**src/rtl/lzd_ram.sv**
```systemverilog
// Generic simple dual-port RAM with registered read.
module lzd_ram #(
    parameter int WIDTH = 8,
    parameter int DEPTH = 256
) (
    input  logic                     clk,
    input  logic                     we,
    input  logic [$clog2(DEPTH)-1:0] waddr,
    input  logic [WIDTH-1:0]         wdata,
    input  logic                     re,
    input  logic [$clog2(DEPTH)-1:0] raddr,
    output logic [WIDTH-1:0]         rdata
);

    logic [WIDTH-1:0] mem [DEPTH];
    logic [WIDTH-1:0] rdata_reg;

    always_ff @(posedge clk) begin
        if (we) begin
            mem[waddr] <= wdata;
        end
        if (re) begin
            rdata_reg <= mem[raddr];
        end
    end

    assign rdata = rdata_reg;

endmodule

```
**config.mk**
```make
export PLATFORM = sky130hd
export DESIGN_NAME = lzd_ram
export DESIGN_NICKNAME = d
export VERILOG_FILES = /design/src/rtl/lzd_ram.sv
export SDC_FILE = /design/constraint.sdc
export NUM_CORES = 2
export LEC_CHECK = 0
export ABC_AREA = 0
export ABC_CLOCK_PERIOD_IN_PS = 4000
export BUFFER_PORTS_ARGS = -buffer_cell sky130_fd_sc_hd__buf_2
export CAP_MARGIN = 20
export CORE_MARGIN = 8
export CORE_UTILIZATION = 45
export CTS_BUF_LIST = sky130_fd_sc_hd__clkbuf_8
export CTS_CLUSTER_SIZE = 25
export DETAILED_ROUTE_END_ITERATION = 8
export GPL_ROUTABILITY_DRIVEN = 1
export GPL_TIMING_DRIVEN = 0
export RECOVER_POWER = 100
export SYNTH_ARGS = -nofsm -noshare
export SYNTH_HDL_FRONTEND = slang
export SYNTH_SLANG_ARGS = --single-unit
```
**constraint.sdc**
```tcl
create_clock -name clk -period 4 [get_ports clk]
set_input_delay 0.2 -clock clk [delete_from_list [all_inputs] [get_ports clk]]
set_output_delay 0.2 -clock clk [all_outputs]
set_load 0.05 [all_outputs]
```
==> results <==
- For the worst flop-to-flop path, the logic depth is 7.
- For this run, the detailed router's first-pass iteration total came to 9.
- The count of final max-slew check failures was 1,295.
- The origin of the critical flop-to-flop path is mem[210][5].
- For this design, the slowest cell found on the critical path is sky130_fd_sc_hd__a221oi_1.
- The finished cells cover 89,340 um^2.
- In this run the post-CTS setup repair buffer count came out at 0.
- The fraction of final layout cells with drive strength greater than 1 is 0.2334.
- The floorplan has 154 rows.
- The setup slack of the critical path after layout is -62.38 ps.
- The filler cells instantiated in the layout total 14,010.
- By area the synthesized netlist is led by sky130_fd_sc_hd__edfxtp_1, sky130_fd_sc_hd__mux4_2, sky130_fd_sc_hd__mux2i_1, sky130_fd_sc_hd__nor2_1, sky130_fd_sc_hd__a22oi_1.
- TritonCTS built the clock tree.
- The average wire per cell in the routed design is 36.61 um.
- Max-cap violations in this run came to 19.
- Routability-driven placement finished with a final weighted congestion of 0.9225.
- The most numerous cell type found on the critical path is sky130_fd_sc_hd__buf_2.
- The launching element type of the critical path is an input port.
- The critical path in this run is classified as in2reg.
- The cell area after technology mapping is 79,640 um^2.
- After global routing the overflow that remains totals 0.
- During placement, the flow inserted port buffers numbering 27.
- Traced cell by cell, the critical path runs through buf_2 -> buf_4 -> buf_2 -> buf_2 -> mux4_2 -> a221oi_1 -> o32ai_1 -> nor3_1 -> nor4_1 -> buf_2.
- Sorting the synthesized cells by how often they occur yields sky130_fd_sc_hd__edfxtp_1, sky130_fd_sc_hd__mux4_2, sky130_fd_sc_hd__nor2_1.
- The worst-case headroom to the max-slew limit is -1.832.
- The number of buffers inserted during clock tree synthesis is 338.
- The clock root buffer is sky130_fd_sc_hd__clkbuf_8.
- The number of cells in the design after placement is 6,151.
- The clock passes through at most 4 buffers.
- The effective utilization at floorplan is 0.4527.
- Power spread over the standard cell area amounts to 480.5 nW/um^2.
- Synthesis inferred 2,056 register bits.
- The number of instances in the synthesized netlist is 3,733.
- The clock sink total is 2,056.
- The class of the most critical hold timing path is in2reg.
- The share of the Yosys chip area taken by registers is 0.7753.
- STA classifies the critical path endpoint as a flop.
- The number of resized instances in the post-cts repair step is 0.
- Summing over every cut layer, the via total after detailed routing is 42,440.
- After floorplanning, the core was sized to cover 175,900 um^2.
- The synthesized netlist contains 54 unique library cells.
- The number of H-tree levels is 5.
- The detail route stage leaves a number of antenna-violating nets equal to 0.
- sky130_fd_sc_hd__edfxtp_1 takes more of the synthesized area than any other cell.
- The count of boundary I/O pins is 35.
- The most common cell in the synthesized netlist is sky130_fd_sc_hd__edfxtp_1.
- The run finished, with violations left.
- In this run the worst path has a maximum fanout of 11.
- The number of enable-type register cells in the synthesized netlist is 2,056.
- The register with the most flip-flops in the layout has 2,048 of them.
- The final net count is 4,198.
- The fraction of registers with async set/reset is 0.
- The checks that failed: max-capacitance violations, max-slew violations, negative setup slack.
- The minimum clock period is 4062 ps.
- The average size of a mapped cell is 21.33 um^2.
- Compared with the post-synthesis result, the final layout area differs by 12.18%.
- Timing would allow up to 0.2462 GHz.
- After detailed routing, the number of vias per cell comes to 6.285.
- The first global-routing pass estimated 336,700 um of wire.
- The capturing instance or port of the critical path is rdata[5].
- For this design the static power due to leakage is 27.80 nW.
- The data arrival time of the worst path is 4840 ps.
- The pin count of the biggest net entering global routing is 153.
- Setup repair after global routing left no endpoint under its margin.
- Clock-pin slew was measured on the worst setup and hold paths at 60 ps.
- The area of the die is 190,700 um^2.
- The largest stage delay on the critical path is 1050 ps.
- After the first detailed-routing iteration, the DRC count stood at 6,425.
- The worst hold slack is 112.9 ps.
- The warning count from the yosys run is 0.
- The number of global-route vias before repair is 41,690.
- The die boundary height is 436.7 um.
- The wire-length estimate of the detail-placed layout is 165,800 um.
- In the global route stage, overall resource usage came out at 0.2534.
- At the later pin of the worst-skew pair, clock insertion delay measures 1040 ps.
- The die is 436.7 um wide.
- The data required time of the worst path is 4780 ps.
- The filler-free cell count of the finished design is 6,753.
- Between clock sinks in the finished design, the worst skew comes to 66.71 ps.
- The cell area reported after detailed placement is 83,650 um^2.
- The worst setup path startpoint is raddr[1].
- In this run the register-to-register setup slack is 70 ps.
- Wires add up to 247,200 um.
- The core utilization of the finished layout is 0.5078.
- The total DRC errors in the routed layout is 0.
- Of the post-synthesis cell area, the dominant cell type holds 0.7753.
- The share of the clock period used by the worst path is 1.016.
- Counting every net in the synthesized netlist gives 3,760.
- The worst supply voltage drop on vdd is 0.3822 mV.
- In this run the critical register-to-register path is captured at rdata[5].
- The final count of hold timing violations is 0.
- The number of buffers inserted by hold repair at cts is 12.
- The count of endpoints failing setup in the final report is 1.
- For the pin with the worst max-slew slack, the measured transition is 4248 ps.
- The dominant register cell in the synthesized netlist is sky130_fd_sc_hd__edfxtp_1.
- The number of antenna violations at the first check in global routing came to 22.
==> routing by layer <==
metal  vias to the layer above  track usage  wire length, um
li1                      16640            -                -
met1                     22390       0.3422            93880
met2                      2806       0.3798           111600
met5                         -            0              203
met4                         4       0.1229            13550
met3                       610      0.07403            27990
==> area by class of cell <==
type                       instances  area, um^2  share of cell area
inverter                           2       7.507          0.00008403
timing repair buffer              98       952.2             0.01066
buffer                           233        1460             0.01634
tap                             2340        2928             0.03277
antenna                           21       52.55           0.0005882
sequential                      2056       61740              0.6911
multi-input combinational       1442       16450              0.1841
clock buffer                     345        4748             0.05315
clock inverter                   216        1001             0.01120
==> critical path, delay by kind of cell <==
family | cells | cell delay (ps)
AND/OR/NAND/NOR | 2 | 860
AO/OA/AOI/OAI | 2 | 1470
multiplexers | 1 | 400
buffers and inverters | 5 | 1830
==> report_power, final <==
| part | internal (mW) | switching (mW) | leakage (nW) |
|---|---|---|---|
| clock network | 8.26 | 8.22 | 3.31 |
| registers | 23.8 | 0.0123 | 18.5 |
| logic | 0.791 | 1.85 | 6.00 |
| total | 32.8 | 10.1 | 27.8 |
==> cell usage in the layout, fill, tap and decap left out, drive strengths merged, types with 34 or more instances in the layout <==
cell,Yosys,final
a22oi,133,133
a21oi,96,96
buf,122,169
mux4,456,456
clkinv,1,110
mux2i,134,134
o221ai,47,47
nand3,34,34
nor2,282,282
edfxtp,2056,2056
inv,1,98
clkbuf,111,493
==> worst min-delay path by stage <==
stage	startpoint	end	slack, ps	cells after the start
after global routing	waddr[5]	mem[112][3]	80	3
after global placement	re	rdata[3]	540	1
after floorplan	wdata[0]	mem[0][0]	300	0
after detailed placement	re	rdata[6]	560	1
final	waddr[5]	mem[117][2]	110	3
after CTS	waddr[5]	mem[117][5]	4	3
==> through the flow <==
step | setup TNS (ps) | setup slack (ps) | total power, mW
final | -62.38 | -62.38 | 42.93
after global placement | -920110 | -1491 | 26.79
after detailed placement | -5634 | -872.4 | 26.83
after global routing | 0 | 122.3 | 44.03
after CTS | 0 | 265.7 | 43.04
after floorplan | 0 | 1724 | 25.42
==> cells by family (layout without fill, tap and decap cells) <==
group	count (synthesis)	after routing	share of synthesized area
compound gates	385	385	0.03416
simple gates	466	466	0.02625
other cells	0	21	0
buf+inv	235	894	0.01829
mux	591	591	0.1460
flops	2056	2056	0.7753
(Power assumes the default switching activity.)
