`src/rtl/lzd_pkg.sv`:
```
// Shared constants, types and helper functions of the LZ77 tuple decoder.
package lzd_pkg;

    localparam int WINDOW_BITS  = 12;
    localparam int MAX_LEN_BITS = 5;
    localparam int LIT_BITS     = 8;
    localparam int WINDOW_DEPTH = 1 << WINDOW_BITS;

    // Widest field a single take can return, and the width of a take count.
    localparam int FIELD_W = (WINDOW_BITS > LIT_BITS) ? WINDOW_BITS : LIT_BITS;
    localparam int TAKE_W  = $clog2(FIELD_W + 1);

    // Pending bits never exceed one tuple less a bit, plus one fresh byte.
    localparam int BUF_W = WINDOW_BITS + MAX_LEN_BITS + 2 * LIT_BITS - 1;
    localparam int CNT_W = $clog2(BUF_W + 1);

    // Configuration register file.
    localparam int CFG_INDEX_W = 1;
    localparam int CFG_DATA_W  = 4;
    localparam int DIST_CFG_W  = 4;
    localparam int LEN_CFG_W   = 3;

    localparam logic [CFG_INDEX_W-1:0] REG_DIST_BITS = 1'd0;
    localparam logic [CFG_INDEX_W-1:0] REG_LEN_BITS  = 1'd1;

    localparam logic [DIST_CFG_W-1:0] DIST_BITS_RST = 4'd12;
    localparam logic [LEN_CFG_W-1:0]  LEN_BITS_RST  = 3'd4;

    // Command from the sequencer to the bit unpacker.
    typedef struct packed {
        logic              append;
        logic              take;
        logic              clear;
        logic [7:0]        code_in;
        logic [TAKE_W-1:0] take_n;
    } lzd_unpack_op_t;

    function automatic logic [7:0] reverse_byte(input logic [7:0] b);
        logic [7:0] r;
        for (int i = 0; i < 8; i++) begin
            r[i] = b[7-i];
        end
        return r;
    endfunction

    function automatic logic [TAKE_W-1:0] clamp_dist(input logic [DIST_CFG_W-1:0] v);
        logic [TAKE_W-1:0] r;
        if (v == '0) begin
            r = TAKE_W'(1);
        end else if (int'(v) > WINDOW_BITS) begin
            r = TAKE_W'(WINDOW_BITS);
        end else begin
            r = TAKE_W'(v);
        end
        return r;
    endfunction

    function automatic logic [TAKE_W-1:0] clamp_len(input logic [LEN_CFG_W-1:0] v);
        logic [TAKE_W-1:0] r;
        if (v == '0) begin
            r = TAKE_W'(1);
        end else if (int'(v) > MAX_LEN_BITS) begin
            r = TAKE_W'(MAX_LEN_BITS);
        end else begin
            r = TAKE_W'(v);
        end
        return r;
    endfunction

endpackage

```
`src/rtl/lzd_bit_unpack.sv`:
```
// Bit accumulator: appends bit-reversed bytes and takes fields through one shifter.
module lzd_bit_unpack (
    input  logic                          aclk,
    input  logic                          aresetn,
    input  lzd_pkg::lzd_unpack_op_t       op,
    output logic [lzd_pkg::FIELD_W-1:0]   field,
    output logic [lzd_pkg::CNT_W-1:0]     bit_cnt
);
    import lzd_pkg::*;

    logic [BUF_W-1:0]   buf_reg, buf_next;
    logic [CNT_W-1:0]   cnt_reg, cnt_next;
    logic [FIELD_W:0]   mask_wide;

    // Low n bits of the accumulator; n may equal FIELD_W.
    assign mask_wide = ((FIELD_W+1)'(1) << op.take_n) - (FIELD_W+1)'(1);
    assign field     = buf_reg[FIELD_W-1:0] & mask_wide[FIELD_W-1:0];

    always_comb begin
        buf_next = buf_reg;
        cnt_next = cnt_reg;
        if (op.clear) begin
            buf_next = '0;
            cnt_next = '0;
        end else if (op.append) begin
            buf_next = buf_reg | (BUF_W'(reverse_byte(op.code_in)) << cnt_reg);
            cnt_next = cnt_reg + CNT_W'(LIT_BITS);
        end else if (op.take) begin
            buf_next = buf_reg >> op.take_n;
            cnt_next = cnt_reg - CNT_W'(op.take_n);
        end
    end

    always_ff @(posedge aclk) begin
        if (!aresetn) begin
            buf_reg <= '0;
            cnt_reg <= '0;
        end else begin
            buf_reg <= buf_next;
            cnt_reg <= cnt_next;
        end
    end

    assign bit_cnt = cnt_reg;

endmodule
```
`config.mk`:
```
export PLATFORM = sky130hd
export DESIGN_NAME = lzd_bit_unpack
export DESIGN_NICKNAME = d
export VERILOG_FILES = /design/src/rtl/lzd_pkg.sv /design/src/rtl/lzd_bit_unpack.sv
export SDC_FILE = /design/constraint.sdc
export NUM_CORES = 1
export LEC_CHECK = 0
export BUFFER_PORTS_ARGS = -buffer_cell sky130_fd_sc_hd__buf_2
export CELL_PAD_IN_SITES_DETAIL_PLACEMENT = 0
export CELL_PAD_IN_SITES_GLOBAL_PLACEMENT = 2
export CORE_UTILIZATION = 37
export DETAILED_ROUTE_END_ITERATION = 12
export PLACE_DENSITY = 0.91
export SETUP_SLACK_MARGIN = 0.2
export SLEW_MARGIN = 25
export SYNTH_ARGS = -nofsm -noshare
export SYNTH_HDL_FRONTEND = slang
export SYNTH_SLANG_ARGS = --single-unit
```
`constraint.sdc`:
```
create_clock -name aclk -period 2.3 [get_ports aclk]
set_input_delay 0.115 -clock aclk [delete_from_list [all_inputs] [get_ports aclk]]
set_output_delay 0.115 -clock aclk [all_outputs]
set_load 0.01 [all_outputs]
```
==> results_dict.tcl <==
set metrics [dict create \
    design_area_um2 4510 \
    status "finished clean" \
    place_area_um2 4410 \
    antenna_found_initial 0 \
    grt_use_met2_pct 40.6 \
    whs_ps 140 \
    seq_area_frac_synth_pct 19.3 \
    hold_violations 0 \
    clockRootBuffer "clkbuf_8" \
    fin_crit_ps 1970 \
    vias_per_cell 6.52 \
    worst_pin_slew_ps 630 \
    startpoint_type "register" \
    start_util_pct 38.2 \
    clock_path_buffers 2 \
    die_y_um 105 \
    drv_slew 0 \
    die_w_um 105 \
    leakage_nw 1.75 \
    rsz0062_at_grt "false" \
    largest_register_ffs 32 \
    fin_crit_sh_pct 85.8 \
    cts_setup_buffers 0 \
    rr_worst_depth 5 \
    netlist_top_cells_area "dfxtp_1 (19%), mux2i_1 (9.9%), mux4_2 (9.1%), mux2_2 (6.6%), nand2_1 (4.4%)" \
    met3_usage_pct 5.81 \
    gp_congestion 0.971 \
    synth_nets 503 \
    place_ws_ps 130 \
    drive_above_1_share_pct 25.9 \
    rows 37 \
    maxCapViolations 0 \
    min_from "op[14]" \
    power_density_nw_per_um2 385 \
    synth_common_cells "nand2_1 (46), nor2_1 (41), mux2i_1 (39)" \
    drt-pass1-iter-count 7 \
    synth_cells 479 \
    drc 0 \
    drt_wl_total_um 14700 \
    drt-initial-drc-count 555 \
    ys_types 63 \
    holdBufCountCts 0 \
    r2r_start "bit_cnt[1]" \
    hpwl_um 11300 \
    nets 542 \
    synth_most_common_cell "nand2_1" \
    grt_util_all_layers_pct 26.3 \
    setup_viol 0 \
    tns_ps 0 \
    max_freq_ghz 0.507 \
    path_max_fanout 12 \
    arrival_ps 2160 \
    synth_area_um2 3950 \
    skew_ps 5.98 \
    min_path_type "in2reg" \
    n_antenna_cell 0 \
    timing.reg2reg.setup_slack_ps 330 \
    setup_slack_ps 327 \
    post_synth.cell_area_avg_um2 8.24 \
    crit_type "reg2reg" \
    cts_buffers 5 \
    clock-sinks 38 \
    clock_latency_ps 300 \
    dieArea_um2 11100 \
    wl_per_cell_um 22.4 \
    yosys_warnings 0 \
    vias 4262 \
    ant_nets 0 \
    async_flop_share_pct 0 \
    synth_ff_type "dfxtp_1" \
    grt_use_met1_pct 36.3 \
    gr-total-overflow 0 \
    crit_end "buf_reg[11]" \
    grt_max_degree 23 \
    ys_seq_elements 38 \
    cts_tree "done" \
    cts.htree.levels 2 \
    coreArea_um2 10300 \
    synth_area_leader_cell "dfxtp_1" \
    grt_first_pass_wirelength_um 22600 \
    portBuffers 34 \
    relSlewSlack_pct 57.6 \
    synth_edf_count 0 \
    grt_pass1_vias 3904 \
    r2r_end "buf_reg[11]" \
    synth_top_area_share_pct 19.3 \
    io_pins 35 \
    cts.clk_slew.worst_paths_ps 80 \
    peakVddDrop_mv 0.233 \
    busiest_layer "met2" \
    worstSetupEndpointType "register" \
    cp.required_ps 2490 \
    syn2layout_area_growth_pct 14.1 \
    critPathLaunch "bit_cnt[1]" \
]
-- final cells by class --
type                            instances  area, µm²
Inverter                               13       52.6
Fill cell                            1016       5820
Timing Repair Buffer                   74        498
Sequential cell                        38        767
Clock inverter                          2       10.0
Multi-Input combinational cell        386       2940
Tap cell                              136        170
Clock buffer                            5       68.8
-- power breakdown --
group / internal, mW / switching [mW] / leakage (nW) / total (mW)
Sequential: 0.676 / 0.0369 / 0.310 / 0.713
Clock: 0.204 / 0.266 / 0.0438 / 0.471
Combinational: 0.227 / 0.324 / 1.40 / 0.551
Total: 1.11 / 0.627 / 1.75 / 1.73
-- layer usage --
layer,vias up,routed length (µm)
li1,1921,-
met1,2050,6040
met2,239,6590
met3,52,1540
met4,0,514
met5,-,0
-- how the worst min path moves through the flow --
stage | end | slack, ps | cells past startpoint
after CTS | bit_cnt[4] | 150 | 3
after global routing | bit_cnt[4] | 180 | 3
after global placement | bit_cnt[4] | 460 | 3
after floorplan | bit_cnt[0] | 330 | 2
final | bit_cnt[4] | 140 | 3
after detailed placement | bit_cnt[4] | 460 | 3
-- critical path: stages (launching register included) --
cell and delay, ps:
dfxtp_2 480, buf_4 200, mux4_2 330, a22oi_1 400, o21ai_0 170, a221o_1 270
-- layout by cell type, fill, tap and decap left out, types with 3 or more instances in the layout --
cell type | Yosys | routed
clkbuf_8 | 0 | 5
a222oi_1 | 4 | 4
a22o_1 | 4 | 4
nor2_1 | 41 | 41
nor2b_1 | 13 | 13
mux2_2 | 23 | 23
nand3_1 | 8 | 8
nand2b_1 | 6 | 6
buf_2 | 11 | 33
o221ai_1 | 3 | 3
ha_1 | 6 | 6
o21a_1 | 4 | 4
a221oi_1 | 12 | 12
or2_2 | 4 | 4
a22oi_1 | 9 | 9
inv_1 | 11 | 11
a32oi_1 | 5 | 5
o22ai_1 | 11 | 11
a2bb2oi_1 | 5 | 5
a211oi_1 | 5 | 5
and2_1 | 6 | 6
mux2i_1 | 39 | 39
o21ai_0 | 15 | 15
a221o_1 | 4 | 4
xor2_1 | 3 | 3
a21oi_1 | 29 | 29
a31oi_1 | 11 | 11
dfxtp_1 | 38 | 35
nor3_1 | 12 | 12
mux4_2 | 16 | 16
a311oi_1 | 3 | 3
nand2_1 | 46 | 46
buf_4 | 5 | 38
mux2_4 | 3 | 3
-- kinds of logic (layout without fill, tap and decap cells) --
group / count (synthesis) / count (layout) / share of synthesized area (%)
fa+ha+maj: 7 / 7 / 2.41
mux: 81 / 81 / 26.7
xor+xnor: 3 / 3 / 0.666
simple gates: 149 / 149 / 17.9
buf+inv: 55 / 94 / 6.43
compound gates: 146 / 146 / 26.6
flops: 38 / 38 / 19.3
-- per-stage QoR --
step | utilization [%] | total power [mW] | cells
2_1_floorplan | - | 1.07 | 479
3_3_place_gp | 42.7 | 1.26 | 647
3_5_place_dp | 42.7 | 1.26 | 647
4_1_cts | 43.5 | 1.71 | 654
5_1_grt | 43.6 | 1.79 | 654
6_report | 43.6 | 1.73 | 654
-- what timing repair did --
action,4_1_cts,5_1_grt
gates resized for setup,2,5
cloned,0,0
endpoints found under the setup margin,3,3
(Power assumes the default switching activity.)
